File: src/rtl/core/config_script_lexer_core_defines.svh
// Assertion macros shared by the lexer RTL.
`ifndef CONFIG_SCRIPT_LEXER_CORE_DEFINES_SVH
`define CONFIG_SCRIPT_LEXER_CORE_DEFINES_SVH

`ifndef ASSERT_OFF
// Checked at every rising edge outside reset.
`define CLX_ASSERT(name, clk, rst_n, prop, msg) \
  name: assert property (@(posedge clk) disable iff (!rst_n) prop) else $error(msg);
// Checked at every rising edge, reset included.
`define CLX_ASSERT_ALWAYS(name, clk, prop, msg) \
  name: assert property (@(posedge clk) prop) else $error(msg);
`else
`define CLX_ASSERT(name, clk, rst_n, prop, msg)
`define CLX_ASSERT_ALWAYS(name, clk, prop, msg)
`endif

`endif

File: src/rtl/core/clx_pkg.sv
`timescale 1ns / 1ps

package clx_pkg;

  localparam int unsigned COLUMN_BITS_DEF = 12;
  localparam int unsigned LINE_BITS_DEF   = 16;
  localparam int unsigned MAX_RESULTS     = 3;
  localparam int unsigned QUEUE_DEPTH     = 4;

  typedef enum logic [1:0] {
    EV_TEXT  = 2'd0,
    EV_DONE  = 2'd1,
    EV_ERROR = 2'd2
  } event_e;

  localparam logic [3:0] TK_NAME        = 4'd0;
  localparam logic [3:0] TK_NUMBER      = 4'd1;
  localparam logic [3:0] TK_STRING      = 4'd2;
  localparam logic [3:0] TK_DOT         = 4'd3;
  localparam logic [3:0] TK_BANG        = 4'd4;
  localparam logic [3:0] TK_BRACE_OPEN  = 4'd5;
  localparam logic [3:0] TK_BRACE_CLOSE = 4'd6;
  localparam logic [3:0] TK_PAREN_OPEN  = 4'd7;
  localparam logic [3:0] TK_PAREN_CLOSE = 4'd8;

  localparam logic ERR_QUOTE  = 1'b0;
  localparam logic ERR_SYMBOL = 1'b1;

  // Column select of a result: the token start column, or the current column.
  localparam logic SEL_TOKEN   = 1'b0;
  localparam logic SEL_CURRENT = 1'b1;

  localparam logic [7:0] CH_NUL         = 8'h00;
  localparam logic [7:0] CH_SPACE       = 8'h20;
  localparam logic [7:0] CH_TAB         = 8'h09;
  localparam logic [7:0] CH_CR          = 8'h0d;
  localparam logic [7:0] CH_HASH        = 8'h23;
  localparam logic [7:0] CH_BRACE_OPEN  = 8'h7b;
  localparam logic [7:0] CH_BRACE_CLOSE = 8'h7d;
  localparam logic [7:0] CH_PAREN_OPEN  = 8'h28;
  localparam logic [7:0] CH_PAREN_CLOSE = 8'h29;
  localparam logic [7:0] CH_DOT         = 8'h2e;
  localparam logic [7:0] CH_BANG        = 8'h21;
  localparam logic [7:0] CH_MINUS       = 8'h2d;
  localparam logic [7:0] CH_UNDERSCORE  = 8'h5f;
  localparam logic [7:0] CH_X_LOW       = 8'h78;
  localparam logic [7:0] CH_X_UP        = 8'h58;
  localparam logic [7:0] CH_O_LOW       = 8'h6f;
  localparam logic [7:0] CH_O_UP        = 8'h4f;
  localparam logic [7:0] CH_QUEST       = 8'h3f;
  localparam logic [7:0] CH_DQUOTE      = 8'h22;
  localparam logic [7:0] CH_SQUOTE      = 8'h27;

  typedef struct packed {
    event_e     event_kind;
    logic [3:0] token_kind;
    logic [7:0] text_byte;
    logic       error_code;
    logic       col_sel;
  } slot_t;

  // All results caused by one character; count is 1 to MAX_RESULTS.
  typedef struct packed {
    logic [1:0]                   count;
    slot_t [MAX_RESULTS-1:0]      slots;
  } bundle_t;

  function automatic slot_t mk_slot(event_e ev, logic [3:0] tk, logic [7:0] b, logic err,
                                    logic sel);
    slot_t s;
    s.event_kind = ev;
    s.token_kind = tk;
    s.text_byte  = b;
    s.error_code = err;
    s.col_sel    = sel;
    return s;
  endfunction

endpackage

File: src/rtl/core/clx_front.sv
`timescale 1ns / 1ps

module clx_front import clx_pkg::*; #(
  parameter int unsigned COLUMN_BITS = COLUMN_BITS_DEF,
  parameter int unsigned LINE_BITS   = LINE_BITS_DEF
) (
  input  logic                   clk_i,
  input  logic                   rst_ni,
  input  logic                   valid_i,
  input  logic [7:0]             char_byte_i,
  input  logic                   line_end_i,
  input  logic                   source_start_i,
  output logic                   push_o,
  output bundle_t                bundle_o,
  output logic [LINE_BITS-1:0]   line_o,
  output logic [COLUMN_BITS-1:0] tok_col_o,
  output logic [COLUMN_BITS-1:0] col_o
);

  typedef enum logic [2:0] {
    MODE_IDLE,
    MODE_COMMENT,
    MODE_NAME,
    MODE_NUMBER,
    MODE_MINUS,
    MODE_STRING,
    MODE_FAILED
  } mode_e;

  mode_e                  mode_q, mode_d;
  logic                   quote_q, quote_d;
  logic [LINE_BITS-1:0]   line_q, line_d, line_base;
  logic [COLUMN_BITS-1:0] col_q, col_d, col_base;
  logic [COLUMN_BITS-1:0] tok_col_q, tok_col_d, tok_base;
  logic                   cut_q, cut_d;
  logic                   do_classify;
  logic                   tok_sel;
  logic [1:0]             n;
  slot_t [MAX_RESULTS-1:0] slots;
  logic [7:0]             c;
  logic [7:0]             quote_char;

  function automatic logic is_digit(logic [7:0] ch);
    return ch >= 8'h30 && ch <= 8'h39;
  endfunction

  function automatic logic is_alpha(logic [7:0] ch);
    return (ch >= 8'h61 && ch <= 8'h7a) || (ch >= 8'h41 && ch <= 8'h5a);
  endfunction

  function automatic logic is_space(logic [7:0] ch);
    return ch == CH_SPACE || (ch >= CH_TAB && ch <= CH_CR);
  endfunction

  function automatic logic is_name_body(logic [7:0] ch);
    return is_alpha(ch) || is_digit(ch) || ch == CH_UNDERSCORE || ch == CH_BANG ||
           ch == CH_MINUS || ch == CH_QUEST || ch == CH_NUL;
  endfunction

  function automatic logic is_number_body(logic [7:0] ch);
    return is_digit(ch) || (ch >= 8'h61 && ch <= 8'h66) || (ch >= 8'h41 && ch <= 8'h46) ||
           ch == CH_DOT || ch == CH_O_LOW || ch == CH_O_UP || ch == CH_X_LOW ||
           ch == CH_X_UP || ch == CH_MINUS;
  endfunction

  always_comb begin
    c = char_byte_i;
    if (source_start_i) begin
      mode_d    = MODE_IDLE;
      quote_d   = 1'b0;
      line_base = LINE_BITS'(1);
      col_base  = '0;
      tok_base  = '0;
      cut_d     = 1'b0;
    end else begin
      mode_d    = mode_q;
      quote_d   = quote_q;
      line_base = line_q;
      col_base  = col_q;
      tok_base  = tok_col_q;
      cut_d     = cut_q;
    end
    line_d      = line_base;
    col_d       = col_base;
    tok_col_d   = tok_base;
    quote_char  = quote_d ? CH_SQUOTE : CH_DQUOTE;
    do_classify = 1'b0;
    tok_sel     = SEL_TOKEN;
    n           = '0;
    slots       = '0;

    if (mode_d != MODE_FAILED) begin
      case (mode_d)
        MODE_COMMENT: begin
        end
        MODE_NAME: begin
          if (is_name_body(c)) begin
            if (c == CH_NUL) begin
              cut_d = 1'b1;
            end else if (!cut_d) begin
              slots[n] = mk_slot(EV_TEXT, TK_NAME, c, 1'b0, tok_sel);
              n = n + 2'd1;
            end
          end else begin
            slots[n] = mk_slot(EV_DONE, TK_NAME, '0, 1'b0, tok_sel);
            n = n + 2'd1;
            mode_d = MODE_IDLE;
            do_classify = 1'b1;
          end
        end
        MODE_NUMBER: begin
          if (is_number_body(c)) begin
            slots[n] = mk_slot(EV_TEXT, TK_NUMBER, c, 1'b0, tok_sel);
            n = n + 2'd1;
          end else begin
            slots[n] = mk_slot(EV_DONE, TK_NUMBER, '0, 1'b0, tok_sel);
            n = n + 2'd1;
            mode_d = MODE_IDLE;
            do_classify = 1'b1;
          end
        end
        MODE_MINUS: begin
          if (is_digit(c)) begin
            slots[n] = mk_slot(EV_TEXT, TK_NUMBER, CH_MINUS, 1'b0, tok_sel);
            n = n + 2'd1;
            slots[n] = mk_slot(EV_TEXT, TK_NUMBER, c, 1'b0, tok_sel);
            n = n + 2'd1;
            mode_d = MODE_NUMBER;
          end else begin
            slots[n] = mk_slot(EV_ERROR, '0, '0, ERR_SYMBOL, tok_sel);
            n = n + 2'd1;
            mode_d = MODE_FAILED;
          end
        end
        MODE_STRING: begin
          if (c == quote_char) begin
            slots[n] = mk_slot(EV_DONE, TK_STRING, '0, 1'b0, tok_sel);
            n = n + 2'd1;
            mode_d = MODE_IDLE;
          end else if (c == CH_NUL) begin
            cut_d = 1'b1;
          end else if (!cut_d) begin
            slots[n] = mk_slot(EV_TEXT, TK_STRING, c, 1'b0, tok_sel);
            n = n + 2'd1;
          end
        end
        default: begin
          mode_d = MODE_IDLE;
          do_classify = 1'b1;
        end
      endcase

      // A non-space character outside any token, other than '#', starts a new one at the current column.
      if (do_classify && !is_space(c)) begin
        if (c == CH_HASH) begin
          mode_d = MODE_COMMENT;
        end else begin
          tok_col_d = col_base;
          cut_d     = 1'b0;
          tok_sel   = SEL_CURRENT;
          if (is_alpha(c) || c == CH_UNDERSCORE) begin
            mode_d = MODE_NAME;
            slots[n] = mk_slot(EV_TEXT, TK_NAME, c, 1'b0, tok_sel);
            n = n + 2'd1;
          end else if (is_digit(c)) begin
            mode_d = MODE_NUMBER;
            slots[n] = mk_slot(EV_TEXT, TK_NUMBER, c, 1'b0, tok_sel);
            n = n + 2'd1;
          end else if (c == CH_MINUS) begin
            mode_d = MODE_MINUS;
          end else if (c == CH_DQUOTE || c == CH_SQUOTE) begin
            mode_d  = MODE_STRING;
            quote_d = (c == CH_SQUOTE);
          end else if (c == CH_DOT) begin
            slots[n] = mk_slot(EV_DONE, TK_DOT, '0, 1'b0, tok_sel);
            n = n + 2'd1;
          end else if (c == CH_BANG) begin
            slots[n] = mk_slot(EV_DONE, TK_BANG, '0, 1'b0, tok_sel);
            n = n + 2'd1;
          end else if (c == CH_BRACE_OPEN) begin
            slots[n] = mk_slot(EV_DONE, TK_BRACE_OPEN, '0, 1'b0, tok_sel);
            n = n + 2'd1;
          end else if (c == CH_BRACE_CLOSE) begin
            slots[n] = mk_slot(EV_DONE, TK_BRACE_CLOSE, '0, 1'b0, tok_sel);
            n = n + 2'd1;
          end else if (c == CH_PAREN_OPEN) begin
            slots[n] = mk_slot(EV_DONE, TK_PAREN_OPEN, '0, 1'b0, tok_sel);
            n = n + 2'd1;
          end else if (c == CH_PAREN_CLOSE) begin
            slots[n] = mk_slot(EV_DONE, TK_PAREN_CLOSE, '0, 1'b0, tok_sel);
            n = n + 2'd1;
          end else begin
            slots[n] = mk_slot(EV_ERROR, '0, '0, ERR_SYMBOL, tok_sel);
            n = n + 2'd1;
            mode_d = MODE_FAILED;
          end
        end
      end

      if (mode_d != MODE_FAILED) begin
        if (line_end_i) begin
          case (mode_d)
            MODE_NAME: begin
              slots[n] = mk_slot(EV_DONE, TK_NAME, '0, 1'b0, tok_sel);
              n = n + 2'd1;
            end
            MODE_NUMBER: begin
              slots[n] = mk_slot(EV_DONE, TK_NUMBER, '0, 1'b0, tok_sel);
              n = n + 2'd1;
            end
            MODE_MINUS: begin
              slots[n] = mk_slot(EV_ERROR, '0, '0, ERR_SYMBOL, tok_sel);
              n = n + 2'd1;
            end
            MODE_STRING: begin
              slots[n] = mk_slot(EV_ERROR, '0, '0, ERR_QUOTE, tok_sel);
              n = n + 2'd1;
            end
            default: begin
            end
          endcase
          if (mode_d == MODE_MINUS || mode_d == MODE_STRING) begin
            mode_d = MODE_FAILED;
          end else begin
            mode_d = MODE_IDLE;
            line_d = line_base + LINE_BITS'(1);
            col_d  = '0;
          end
        end else if (col_base != {COLUMN_BITS{1'b1}}) begin
          col_d = col_base + COLUMN_BITS'(1);
        end
      end
    end
  end

  assign push_o         = valid_i && (n != 2'd0);
  assign bundle_o.count = n;
  assign bundle_o.slots = slots;
  assign line_o         = line_base;
  assign tok_col_o      = tok_base;
  assign col_o          = col_base;

  always_ff @(posedge clk_i or negedge rst_ni) begin
    if (!rst_ni) begin
      mode_q    <= MODE_IDLE;
      quote_q   <= 1'b0;
      line_q    <= LINE_BITS'(1);
      col_q     <= '0;
      tok_col_q <= '0;
      cut_q     <= 1'b0;
    end else if (valid_i) begin
      mode_q    <= mode_d;
      quote_q   <= quote_d;
      line_q    <= line_d;
      col_q     <= col_d;
      tok_col_q <= tok_col_d;
      cut_q     <= cut_d;
    end
  end

endmodule

File: src/rtl/core/clx_fifo.sv
`timescale 1ns / 1ps

module clx_fifo import clx_pkg::*; #(
  parameter int unsigned WIDTH = 8,
  parameter int unsigned DEPTH = QUEUE_DEPTH
) (
  input  logic             clk_i,
  input  logic             rst_ni,
  input  logic             push_i,
  input  logic [WIDTH-1:0] wdata_i,
  input  logic             pop_i,
  output logic [WIDTH-1:0] rdata_o,
  output logic             full_o,
  output logic             empty_o
);

  localparam int unsigned PTR_W = (DEPTH > 1) ? $clog2(DEPTH) : 1;
  localparam int unsigned CNT_W = $clog2(DEPTH + 1);

  logic [WIDTH-1:0] mem_q [DEPTH];
  logic [PTR_W-1:0] wptr_q, rptr_q;
  logic [CNT_W-1:0] cnt_q;
  logic             do_push, do_pop;

  assign full_o  = (cnt_q == CNT_W'(DEPTH));
  assign empty_o = (cnt_q == '0);
  assign do_push = push_i && !full_o;
  assign do_pop  = pop_i && !empty_o;
  assign rdata_o = mem_q[rptr_q];

  always_ff @(posedge clk_i) begin
    if (do_push) begin
      mem_q[wptr_q] <= wdata_i;
    end
  end

  always_ff @(posedge clk_i or negedge rst_ni) begin
    if (!rst_ni) begin
      wptr_q <= '0;
      rptr_q <= '0;
      cnt_q  <= '0;
    end else begin
      if (do_push) begin
        wptr_q <= (wptr_q == PTR_W'(DEPTH - 1)) ? '0 : wptr_q + PTR_W'(1);
      end
      if (do_pop) begin
        rptr_q <= (rptr_q == PTR_W'(DEPTH - 1)) ? '0 : rptr_q + PTR_W'(1);
      end
      if (do_push && !do_pop) begin
        cnt_q <= cnt_q + CNT_W'(1);
      end else if (do_pop && !do_push) begin
        cnt_q <= cnt_q - CNT_W'(1);
      end
    end
  end

endmodule

File: src/rtl/core/clx_back.sv
`timescale 1ns / 1ps

module clx_back import clx_pkg::*; #(
  parameter int unsigned COLUMN_BITS = COLUMN_BITS_DEF,
  parameter int unsigned LINE_BITS   = LINE_BITS_DEF
) (
  input  logic                   clk_i,
  input  logic                   rst_ni,
  input  logic                   avail_i,
  input  bundle_t                bundle_i,
  input  logic [LINE_BITS-1:0]   line_i,
  input  logic [COLUMN_BITS-1:0] tok_col_i,
  input  logic [COLUMN_BITS-1:0] col_i,
  output logic                   take_o,
  input  logic                   pop_i,
  output logic                   empty_o,
  output logic [1:0]             event_kind_o,
  output logic [3:0]             token_kind_o,
  output logic [7:0]             text_byte_o,
  output logic [LINE_BITS-1:0]   line_number_o,
  output logic [COLUMN_BITS-1:0] start_column_o,
  output logic                   error_code_o,
  output logic                   last_result_o
);

  logic                   valid_q;
  logic [1:0]             idx_q;
  logic                   load;
  logic                   last;
  slot_t                  cur;
  logic [1:0]             event_q;
  logic [3:0]             token_q;
  logic [7:0]             byte_q;
  logic [LINE_BITS-1:0]   line_q;
  logic [COLUMN_BITS-1:0] column_q;
  logic                   err_q;
  logic                   last_q;

  // The output register refills in the same cycle as its result transfers.
  assign load   = avail_i && (!valid_q || pop_i);
  assign cur    = bundle_i.slots[idx_q];
  assign last   = (idx_q == bundle_i.count - 2'd1);
  assign take_o = load && last;

  always_ff @(posedge clk_i or negedge rst_ni) begin
    if (!rst_ni) begin
      valid_q <= 1'b0;
      idx_q   <= '0;
    end else begin
      if (load) begin
        valid_q <= 1'b1;
        idx_q   <= last ? 2'd0 : idx_q + 2'd1;
      end else if (pop_i) begin
        valid_q <= 1'b0;
      end
    end
  end

  always_ff @(posedge clk_i) begin
    if (load) begin
      event_q  <= cur.event_kind;
      token_q  <= cur.token_kind;
      byte_q   <= cur.text_byte;
      line_q   <= line_i;
      column_q <= (cur.col_sel == SEL_CURRENT) ? col_i : tok_col_i;
      err_q    <= cur.error_code;
      last_q   <= last;
    end
  end

  assign empty_o        = !valid_q;
  assign event_kind_o   = event_q;
  assign token_kind_o   = token_q;
  assign text_byte_o    = byte_q;
  assign line_number_o  = line_q;
  assign start_column_o = column_q;
  assign error_code_o   = err_q;
  assign last_result_o  = last_q;

endmodule

File: src/rtl/core/config_script_lexer_core.sv
// Streaming lexer for a small configuration script language.
// Input channel: one source character per transfer (push/full), with a flag
// for the last character of a line and a flag that restarts the source.
// Result channel (empty/pop): token text bytes, token-complete events with
// line and start column, and error events; last_result_o marks the final
// result caused by one character, which may cause none or up to three.
// The front stage classifies a character in the cycle it is accepted and
// writes its results as one entry into a four-entry queue. The back stage
// moves one result per cycle into the output register while it is empty or
// popped; a character's results go from the queue entry to that register.
// Characters are taken at one per cycle while the queue has room; results
// leave at one per cycle while pop is held, so sustained input runs at
// one character per cycle when each character causes at most one result
// on average. When the receiver stalls, the output register holds and the
// queue fills; full rises once all four entries are taken.
// Reset clears the queue and output register, sets the line count to one
// and the column to zero. After an error the lexer stays silent until a
// character arrives with source_start_i set.
`timescale 1ns / 1ps
`include "config_script_lexer_core_defines.svh"

module config_script_lexer_core import clx_pkg::*; #(
  parameter int unsigned COLUMN_BITS = COLUMN_BITS_DEF,
  parameter int unsigned LINE_BITS   = LINE_BITS_DEF
) (
  input  logic                   clk_i,
  input  logic                   rst_ni,
  input  logic                   push,
  output logic                   full,
  input  logic [7:0]             char_byte_i,
  input  logic                   line_end_i,
  input  logic                   source_start_i,
  output logic                   empty,
  input  logic                   pop,
  output logic [1:0]             event_kind_o,
  output logic [3:0]             token_kind_o,
  output logic [7:0]             text_byte_o,
  output logic [LINE_BITS-1:0]   line_number_o,
  output logic [COLUMN_BITS-1:0] start_column_o,
  output logic                   error_code_o,
  output logic                   last_result_o
);

  localparam int unsigned ENTRY_W = $bits(bundle_t) + LINE_BITS + 2 * COLUMN_BITS;

  logic                   accept;
  logic                   f_push;
  bundle_t                f_bundle;
  logic [LINE_BITS-1:0]   f_line;
  logic [COLUMN_BITS-1:0] f_tok_col;
  logic [COLUMN_BITS-1:0] f_col;
  logic [ENTRY_W-1:0]     q_wdata, q_rdata;
  logic                   q_full, q_empty, q_take;
  bundle_t                b_bundle;
  logic [LINE_BITS-1:0]   b_line;
  logic [COLUMN_BITS-1:0] b_tok_col;
  logic [COLUMN_BITS-1:0] b_col;

  assign full   = q_full;
  assign accept = push && !q_full;

  clx_front #(
    .COLUMN_BITS(COLUMN_BITS),
    .LINE_BITS  (LINE_BITS)
  ) u_front (
    .clk_i         (clk_i),
    .rst_ni        (rst_ni),
    .valid_i       (accept),
    .char_byte_i   (char_byte_i),
    .line_end_i    (line_end_i),
    .source_start_i(source_start_i),
    .push_o        (f_push),
    .bundle_o      (f_bundle),
    .line_o        (f_line),
    .tok_col_o     (f_tok_col),
    .col_o         (f_col)
  );

  assign q_wdata = {f_bundle, f_line, f_tok_col, f_col};
  assign {b_bundle, b_line, b_tok_col, b_col} = q_rdata;

  clx_fifo #(
    .WIDTH(ENTRY_W),
    .DEPTH(QUEUE_DEPTH)
  ) u_fifo (
    .clk_i  (clk_i),
    .rst_ni (rst_ni),
    .push_i (f_push),
    .wdata_i(q_wdata),
    .pop_i  (q_take),
    .rdata_o(q_rdata),
    .full_o (q_full),
    .empty_o(q_empty)
  );

  clx_back #(
    .COLUMN_BITS(COLUMN_BITS),
    .LINE_BITS  (LINE_BITS)
  ) u_back (
    .clk_i         (clk_i),
    .rst_ni        (rst_ni),
    .avail_i       (!q_empty),
    .bundle_i      (b_bundle),
    .line_i        (b_line),
    .tok_col_i     (b_tok_col),
    .col_i         (b_col),
    .take_o        (q_take),
    .pop_i         (pop),
    .empty_o       (empty),
    .event_kind_o  (event_kind_o),
    .token_kind_o  (token_kind_o),
    .text_byte_o   (text_byte_o),
    .line_number_o (line_number_o),
    .start_column_o(start_column_o),
    .error_code_o  (error_code_o),
    .last_result_o (last_result_o)
  );

  `CLX_ASSERT(a_entry_not_blank, clk_i, rst_ni, f_push |-> f_bundle.count != 2'd0, "blank entry")
  `CLX_ASSERT(a_take_when_avail, clk_i, rst_ni, q_take |-> !q_empty, "take from empty queue")
  `CLX_ASSERT(a_take_marks_last, clk_i, rst_ni, q_take |=> !empty && last_result_o, "no last flag")
  `CLX_ASSERT_ALWAYS(a_reset_empty, clk_i, !rst_ni |-> empty, "result shown during reset")

endmodule
File: config.mk
export PLATFORM = sky130hd
export DESIGN_NAME = config_script_lexer_core
export DESIGN_NICKNAME = d
export VERILOG_FILES = /design/src/rtl/core/clx_pkg.sv /design/src/rtl/core/clx_front.sv /design/src/rtl/core/clx_fifo.sv /design/src/rtl/core/clx_back.sv /design/src/rtl/core/config_script_lexer_core.sv
export VERILOG_INCLUDE_DIRS = /design/src /design/src/rtl/core
export SDC_FILE = /design/constraint.sdc
export NUM_CORES = 1
export LEC_CHECK = 0
export ABC_CLOCK_PERIOD_IN_PS = 6500
export BUFFER_PORTS_ARGS = -buffer_cell sky130_fd_sc_hd__buf_2
export CAP_MARGIN = 10
export CORE_UTILIZATION = 50
export CTS_BUF_LIST = sky130_fd_sc_hd__clkbuf_2 sky130_fd_sc_hd__clkbuf_4 sky130_fd_sc_hd__clkbuf_8
export DETAILED_ROUTE_END_ITERATION = 12
export GPL_TIMING_DRIVEN = 0
export MAX_ROUTING_LAYER = met4
export PLACE_DENSITY = 0.66
export SLEW_MARGIN = 20
export SYNTH_ARGS = -nofsm -noshare
export SYNTH_HDL_FRONTEND = slang
export SYNTH_SLANG_ARGS = --single-unit
File: constraint.sdc
create_clock -name clk_i -period 6.5 [get_ports clk_i]
set_clock_uncertainty 0.05 [all_clocks]
set_input_delay 0.325 -clock clk_i [delete_from_list [all_inputs] [get_ports clk_i]]
set_output_delay 0.325 -clock clk_i [all_outputs]
set_load 0.05 [all_outputs]
### Word level (Yosys, flattened, before mapping)

Memories as Yosys holds them, arrays and structs flattened.
Cells that the tools add are included.

* reductions and logical operators: 50
* order comparisons: 15
* add/sub/neg operators: 10
* muxes and demuxes: 132
* bitwise gates (word level): 21
* eq/ne operators: 34

Operators with widths (count)
* two-way mux 48 bit: 16
* bitwise mux 48 bit: 6
* two-way mux 16 bit: 15
* one-hot mux 48 bit (4 select lines): 1
* two-way mux 12 bit: 12
* bitwise AND 26 x 39 -> 39 bit: 3
* inverter 39 bit: 3
* bitwise AND 24 x 36 -> 36 bit: 3
* inverter 36 bit: 3
* equality test 8 x 6 -> 1 bit (second input constant): 10
* two-way mux 3 bit: 25
* demux 16 bit (select 2 bit): 2
* one-hot mux 16 bit (4 select lines): 1
* equality test 8 x 7 -> 1 bit (second input constant): 7
* two-way mux 2 bit: 19
* bitwise OR 8 x 12 -> 12 bit: 3
* bitwise AND 22 x 33 -> 33 bit: 1
* inverter 33 bit: 1
* binary-select mux 16 bit (select 2 bit): 1
* <= comparator 8 x 7 -> 1 bit (second input constant): 4
* bitwise OR 6 x 9 -> 9 bit: 3
* two-way mux 1 bit: 26
* two-way mux 11 bit: 2
* logical OR 1 bit: 20
* 35 further kinds: 75

* input port bits: 14
* bits in registers: 99
* memories: 1
* logic and storage cells: 281
* bits in writable memories: 360

Memories
* u_fifo.mem_q: depth 4, width 90, read ports 1, clocked after memory_dff 0, wr ports 1, RTL line clx_fifo.sv:20 `logic [WIDTH-1:0] mem_q [DEPTH];`

### Logic depth before layout (Yosys ltp)

* depth in word-level cells: 38
* gate-level depth with buffers: 19
* depth with buffers taken out: 18

### Hierarchy

From an unflattened synthesis, not the netlist that was laid out.

* cell total of the unflattened synthesis: 1274
* area, all modules: 20153.1 um2

By module, submodules not included
* clx_fifo: times used 1, area each 13435.4 um2, cells each 507
* clx_front: times used 1, area each 4434.3 um2, cells each 589
* clx_back: times used 1, area each 2265.9 um2, cells each 176
* config_script_lexer_core: times used 1, area each 17.5 um2, cells each 2

### Worst setup path before layout

OpenSTA, ideal clock, no wires.

* kind: input port to flip-flop
* start: input port char_byte_i[1]
* end: memory u_fifo.mem_q[0][0] in the netlist's numbering, enable pin
* data required time: 5.991 ns
* buffers on the path: 0
* data arrival time: 4.973 ns
* slack: 1.018 ns
* library setup time: 0.459 ns
* stages: 13
* path through: or3_1 > nor3_1 > o31ai_1 > and4b_1 > o21ai_0 > and4_1 > ha_1 > nand3_1 > nand2_1 > ha_1 > a41oi_1 > a21boi_2 > and2_1

* word-level cells in the longest chain between the ends: 36
* elaborated cells between the ends (all ways): 107

Ends and longest elaborated chain
* start, declared: RTL line config_script_lexer_core.sv:30 `input logic [7:0] char_byte_i,`
* >= comparator 8 x 6 -> 1 bit, or another cell as far along: RTL line clx_front.sv:44 `return ch >= 8'h30 && ch <= 8'h39;`
* logical AND 1 bit (on tied branches): RTL line clx_front.sv:44, clx_front.sv:61
* logical OR 1 bit (3 in series): RTL line clx_front.sv:61 `return is_digit(ch) || (ch >= 8'h61 && ch <= 8'h66) || (ch >= 8'h41 && ch <= 8'h46) ||`
* logical OR 1 bit (4 in series): RTL line clx_front.sv:62 `ch == CH_DOT || ch == CH_O_LOW || ch == CH_O_UP || ch == CH_X_LOW ||`
* logical OR 1 bit: RTL line clx_front.sv:63 `ch == CH_X_UP || ch == CH_MINUS;`
* two-way mux 3 bit: RTL line clx_front.sv:112 `if (is_number_body(c)) begin`
* one-hot mux 3 bit (5 select lines): RTL line clx_front.sv:93 `case (mode_d)`
* two-way mux 3 bit: RTL line clx_front.sv:189 `end else if (c == CH_PAREN_CLOSE) begin`
* [16 not listed]
* two-way mux 2 bit *: RTL line clx_front.sv:200 `if (mode_d != MODE_FAILED) begin`
* two-way mux 2 bit *: RTL line clx_front.sv:92 `if (mode_d != MODE_FAILED) begin`
* nonzero test 2 bit *: RTL line clx_front.sv:236 `assign push_o = valid_i && (n != 2'd0);`
* logical AND 1 bit *: RTL line clx_front.sv:236
* logical AND 1 bit *: RTL line clx_fifo.sv:27 `assign do_push = push_i && !full_o;`
* named net u_fifo.do_push: RTL line clx_fifo.sv:23 `logic do_push, do_pop;`
* two-way mux 1 bit *: RTL line clx_fifo.sv:32 `if (do_push) begin`
* two-way mux 1 bit (not written as such) *: RTL line clx_fifo.sv:33 `mem_q[wptr_q] <= wdata_i;`
* end, declared: RTL line clx_fifo.sv:20

Mark *: on every way through the listed nets, which the timed path passes. The rest lies on a longest branch. The select of a mux whose other input is x is not followed.

### Final worst setup path

* start: register u_front.mode_q[0]
* end: memory u_fifo.mem_q[2][7] in the netlist's numbering, enable pin

* word-level cells in the longest chain between the ends: 27
* elaborated cells between the ends (all ways): 54

Ends and longest elaborated chain
* start, declared: RTL line clx_front.sv:30 `mode_e mode_q, mode_d;`
* start signal, assigned: RTL line clx_front.sv:252 `mode_q <= mode_d;`
* two-way mux 3 bit *: RTL line clx_front.sv:68 `if (source_start_i) begin`
* equality test 3 bit, or another cell as far along: RTL line clx_front.sv:93
* one-hot mux 3 bit (5 select lines): RTL line clx_front.sv:93
* two-way mux 3 bit: RTL line clx_front.sv:189
* two-way mux 3 bit: RTL line clx_front.sv:186 `end else if (c == CH_PAREN_OPEN) begin`
* two-way mux 3 bit: RTL line clx_front.sv:183 `end else if (c == CH_BRACE_CLOSE) begin`
* two-way mux 3 bit: RTL line clx_front.sv:180 `end else if (c == CH_BRACE_OPEN) begin`
* two-way mux 3 bit: RTL line clx_front.sv:177 `end else if (c == CH_BANG) begin`
* [12 not listed]
* two-way mux 2 bit: RTL line clx_front.sv:200
* two-way mux 2 bit *: RTL line clx_front.sv:92
* nonzero test 2 bit *: RTL line clx_front.sv:236
* logical AND 1 bit *: RTL line clx_front.sv:236
* logical AND 1 bit *: RTL line clx_fifo.sv:27
* named net u_fifo.do_push: RTL line clx_fifo.sv:23
* two-way mux 1 bit *: RTL line clx_fifo.sv:32
* two-way mux 1 bit (not written as such) *: RTL line clx_fifo.sv:33

Marked as above.

==> out/results.md <==
| Result | Value |
| --- | --- |
| Total global routing track utilization | 23.2% |
| TritonCTS clock tree | built |
| Hold bufs inserted after CTS | 2 |
| Setup violators final | 0 |
| Distinct cell type count after synthesis | 79 |
| Final Non-Filler Cells | 1957 |
| Area growth syn-to-layout | 13.7% |
| Hold Violations, Final | 0 |
| # port buffers | 55 |
| Worst max-slew margin expressed relative to the limit | 29.8% |
| Net switching share of the total power | 34.1% |
| Antenna violations before repair | 0 |
| Worst skew pair latency | 0.64 ns |
| Synthesized area | 0.0197 mm2 |
| Post-Place Setup Slack | 1.27 ns |
| Launch point of the worst hold path | char_byte_i[6] |
| Site Rows | 72 |
| FF/Latch Area | 0.0135 mm2 |
| CTS max path bufs | 3 |
| Drt first-iter violations | 1104 |
| Boundary Pins | 60 |
| Pin count of the biggest net entering global routing | 56 |
| Share of layout cells above drive strength 1 | 22.7% |
| Die Outline Area | 0.0403 mm2 |
| Kind of start point of the critical path | flop |
| Part of the power in registers | 41.5% |
| Total DRC errors in the routed layout | 0 |
| Relative contribution of combinational cells to total power | 34.1% |
| Filler cells | 3072 |
| Dominant combinational cell family by area after synthesis | multiplexers |
| Achievable clock frequency | 0.202 GHz |
| CTS Sinks | 459 |
| Critical-path top delay cell | sky130_fd_sc_hd__nor4_1 |
| Most used DFF post-synth | sky130_fd_sc_hd__edfxtp_1 |
| Highest cell delay on the worst timing path | 0.92 ns |
| Crit path buf inv count | 3 |
| Sort of element at the end of the critical path | flop |
| Post-layout minimum cycle time | 4.95 ns |
| Adder and majority cell fraction of the synthesized area | 0.989% |
| Commonest non-fill, non-tap cell in the layout | sky130_fd_sc_hd__edfxtp_1 |
| Outcome | finished, final reports clean |
| Net count, final | 1415 |
| Drt wl/cell | 22.4 um |
| Data arrival time of the critical path | 5.19 ns |
| Starting density of the core | 50.9% |
| Internal power component | 6.78 mW |
| Count of cells resized by post-cts repair | 0 |
| Clock-pin slew on the worst setup and hold paths | 0.06 ns |
| Commonest non-fill, non-tap cells in the layout | sky130_fd_sc_hd__edfxtp_1 (404), sky130_fd_sc_hd__mux4_2 (90), sky130_fd_sc_hd__nand2_1 (88), sky130_fd_sc_hd__clkbuf_8 (80), sky130_fd_sc_hd__buf_2 (67) |
| Cell type group with the largest total delay on the critical path | simple AND/OR/NAND/NOR gates |
| Avg Synthesized Cell Area | 16.0 um2 |
| Pwr Total | 10.3 mW |
| Ant diodes | 0 |
| Endpoint required time on the critical path | 6.74 ns |
| Launch point of the critical path | u_front.mode_q[0]$_DFFE_PN0P_ |
| Synth async-reset ratio | 12.0% |
| Share of synthesized area spent on multiplexers | 12.2% |
| PwrDens | 459 mW/mm2 |
| FF-to-FF Start | u_front.mode_q[0]$_DFFE_PN0P_ |
| Sequential fraction of the synthesis area | 68.5% |
| WS Path Type | reg2reg |
| Area of the core | 0.0387 mm2 |
| Multi-input gate area | 0.00582 mm2 |
| Area share of and/or/nand/nor cells after synthesis | 9.00% |
| Yosys warning count | 0 |
| Vertical extent of the die | 201 um |
| Clock tree root buffer cell | sky130_fd_sc_hd__clkbuf_8 |
| Final Wtd Congestion | 0.909 |
| Hold Path Class | in2reg |
| Final worst path period share | 76.1% |
| Maximum vdd ir drop | 323 uV |
| RSZ-0062 raised after global routing | no |
| Final max-slew violation count | 0 |
| EDFF count, synth | 404 |
| Number of violations of the max-capacitance limit | 0 |
| Yosys reg bits | 459 |
| List of cells traversed by the critical path | clkbuf_1, nor4_1, nand2_1, and4_1, ha_1, nand3_1, nand2_1, ha_1, a41oi_1, a21boi_2, and2_4, buf_12, buf_16 |
| Via total after detailed routing | 11400 |
| Area fraction in compound gates after synthesis | 5.99% |
| Number of cells in the design after placement | 1824 |
| Horizontal die dimension | 201 um |
| Largest fanout on the critical path | 36 |
| Static power due to leakage | 7.69 nW |
| Global route total overflow | 0 |
| Actual transition at the worst max-transition pin | 1.05 ns |
| Antenna Nets Post-Route | 0 |
| Final setup slack of the worst path | 1.55 ns |
| Clock share of power | 24.4% |
| Postcts setup bufs | 0 |
| Via count of the first global-routing pass | 11600 |
| Xor-xnor portion of the synthesized cell area | 1.15% |
| First-pass DRT Iterations | 7 |
| Ratio of routed vias to standard cells | 5.81 |
| Detailed placer's ending HPWL | 28.5 mm |
| CTS H-tree depth | 3 |
| Switch Pwr | 3.52 mW |
| Aggregate routed wire length | 43.8 mm |
| Global-route wire length before repair | 68.2 mm |
| Cell count after synthesis | 1235 |
| TritonCTS Buffers | 76 |
==> cells by family (layout without fill, tap and decap cells) <==
logic type | after synthesis | count (layout)
flip-flops | 459 | 459
AO/OA/AOI/OAI | 167 | 167
multiplexers | 125 | 125
XOR/XNOR | 23 | 23
AND/OR/NAND/NOR | 335 | 335
buffers and inverters | 110 | 307
other | 1 | 8
adder cells (fa/ha/maj) | 15 | 15
==> power by group through the flow <==
stage	clock [mW]	combinational, mW	sequential (mW)
after floorplan	0	1.99	4.85
after global placement	0	3.39	4.40
after detailed placement	0	3.53	4.34
after CTS	2.56	3.55	4.28
after global routing	2.69	3.75	4.34
final	2.52	3.51	4.28
==> layer usage <==
layer / routed length [um] / part of all wire (%) / vias up / global-route usage (%)
met1: 19800 / 45 / 5827 / 32.9
li1: - / - / 5133 / -
met3: 2700 / 6.2 / 62 / 4.48
met4: 675 / 1.5 / 0 / 5.83
met5: 0 / 0 / - / -
met2: 20600 / 47 / 351 / 34.6
==> state kept, by name, summed over array words and instances, names as in the netlist, 3 cells and up <==
signal / cells
u_back.line_number_o: 16
u_back.start_column_o: 12
u_back.text_byte_o: 8
u_back.token_kind_o: 4
u_fifo.cnt_q: 3
u_fifo.mem_q: 360
u_front.col_q: 12
u_front.line_q: 16
u_front.mode_q: 3
u_front.tok_col_q: 12
==> worst paths after layout <==
kind	depth (start not counted)	slack (ns)	endpoint
max in group asynchronous	2	5.59	u_front.line_q[12]$_DFFE_PN0P_
setup reg to reg	13	1.55	u_fifo.mem_q[2][7]$_DFFE_PP_
setup / recovery	13	1.55	u_fifo.mem_q[2][7]$_DFFE_PP_
hold / removal	2	0.18	u_fifo.mem_q[3][48]$_DFFE_PP_
min in group asynchronous	2	0.29	u_front.col_q[3]$_DFFE_PN0P_
hold reg to reg	2	0.44	u_front.quote_q$_DFFE_PN0P_
==> cell type report <==
class | count | area share (%)
Sequential cell | 459 | 60.2
Multi-Input combinational cell | 673 | 26.0
Clock buffer | 107 | 5.81
Tap cell | 518 | 2.89
Timing Repair Buffer | 66 | 2.27
Buffer | 72 | 1.33
Clock inverter | 24 | 0.859
Inverter | 38 | 0.647
==> worst reg2reg max path, cell delays in order (launching register included) <==
cell	delay (ns)
sky130_fd_sc_hd__dfrtp_1	0.37
sky130_fd_sc_hd__clkbuf_1	0.25
sky130_fd_sc_hd__nor4_1	0.92
sky130_fd_sc_hd__nand2_1	0.15
sky130_fd_sc_hd__and4_1	0.32
sky130_fd_sc_hd__ha_1	0.29
sky130_fd_sc_hd__nand3_1	0.07
sky130_fd_sc_hd__nand2_1	0.10
sky130_fd_sc_hd__ha_1	0.34
sky130_fd_sc_hd__a41oi_1	0.18
sky130_fd_sc_hd__a21boi_2	0.46
sky130_fd_sc_hd__and2_4	0.52
sky130_fd_sc_hd__buf_12	0.28
sky130_fd_sc_hd__buf_16	0.27
==> stage by stage <==
stage	hold slack, ns	area [um2]	setup TNS [ns]	utilization (%)
2_1_floorplan	-0.0206	19800	0	-
4_1_cts	0.123	22400	0	57.9
3_5_place_dp	0.398	20900	0	54.0
3_3_place_gp	0.401	20700	-508.91	53.4
5_1_grt	0.165	22400	0	57.9
6_report	0.178	22400	0	57.9
==> cell usage after synthesis (all sizes together), types with 3 or more instances <==
| master | instances | area [um2] |
|---|---|---|
| mux4 | 90 | 2030 |
| nand2 | 88 | 330 |
| buf | 28 | 126 |
| nor4b | 4 | 50.1 |
| a311oi | 4 | 52.6 |
| nand3 | 27 | 135 |
| a31oi | 9 | 86.3 |
| nand3b | 3 | 22.5 |
| o41ai | 3 | 26.3 |
| mux2 | 17 | 191 |
| a21oi | 24 | 124 |
| and2 | 28 | 175 |
| clkbuf | 44 | 165 |
| nor3 | 22 | 115 |
| nand2b | 13 | 81.3 |
| nor2b | 43 | 269 |
| a21o | 9 | 67.6 |
| inv | 38 | 143 |
| nor4 | 6 | 37.5 |
| o21ai | 45 | 225 |
| mux2i | 18 | 180 |
| nor3b | 5 | 48.8 |
| a211oi | 6 | 55.1 |
| and4b | 3 | 30.0 |
| a21boi | 3 | 26.3 |
| a221o | 3 | 30.0 |
| or2 | 4 | 25.0 |
| and3 | 11 | 68.8 |
| ha | 14 | 175 |
| o22ai | 18 | 113 |
| nand4 | 17 | 106 |
| o31ai | 3 | 22.5 |
| and4 | 5 | 43.8 |
| dfrtp | 54 | 1350 |
| xor2 | 9 | 78.8 |
| xnor2 | 14 | 149 |
| or3 | 5 | 31.3 |
| o211ai | 5 | 37.5 |
| edfxtp | 404 | 12100 |
| nor2 | 48 | 180 |
| a22oi | 15 | 113 |
No activity file was read; power rests on OpenSTA's default activity.
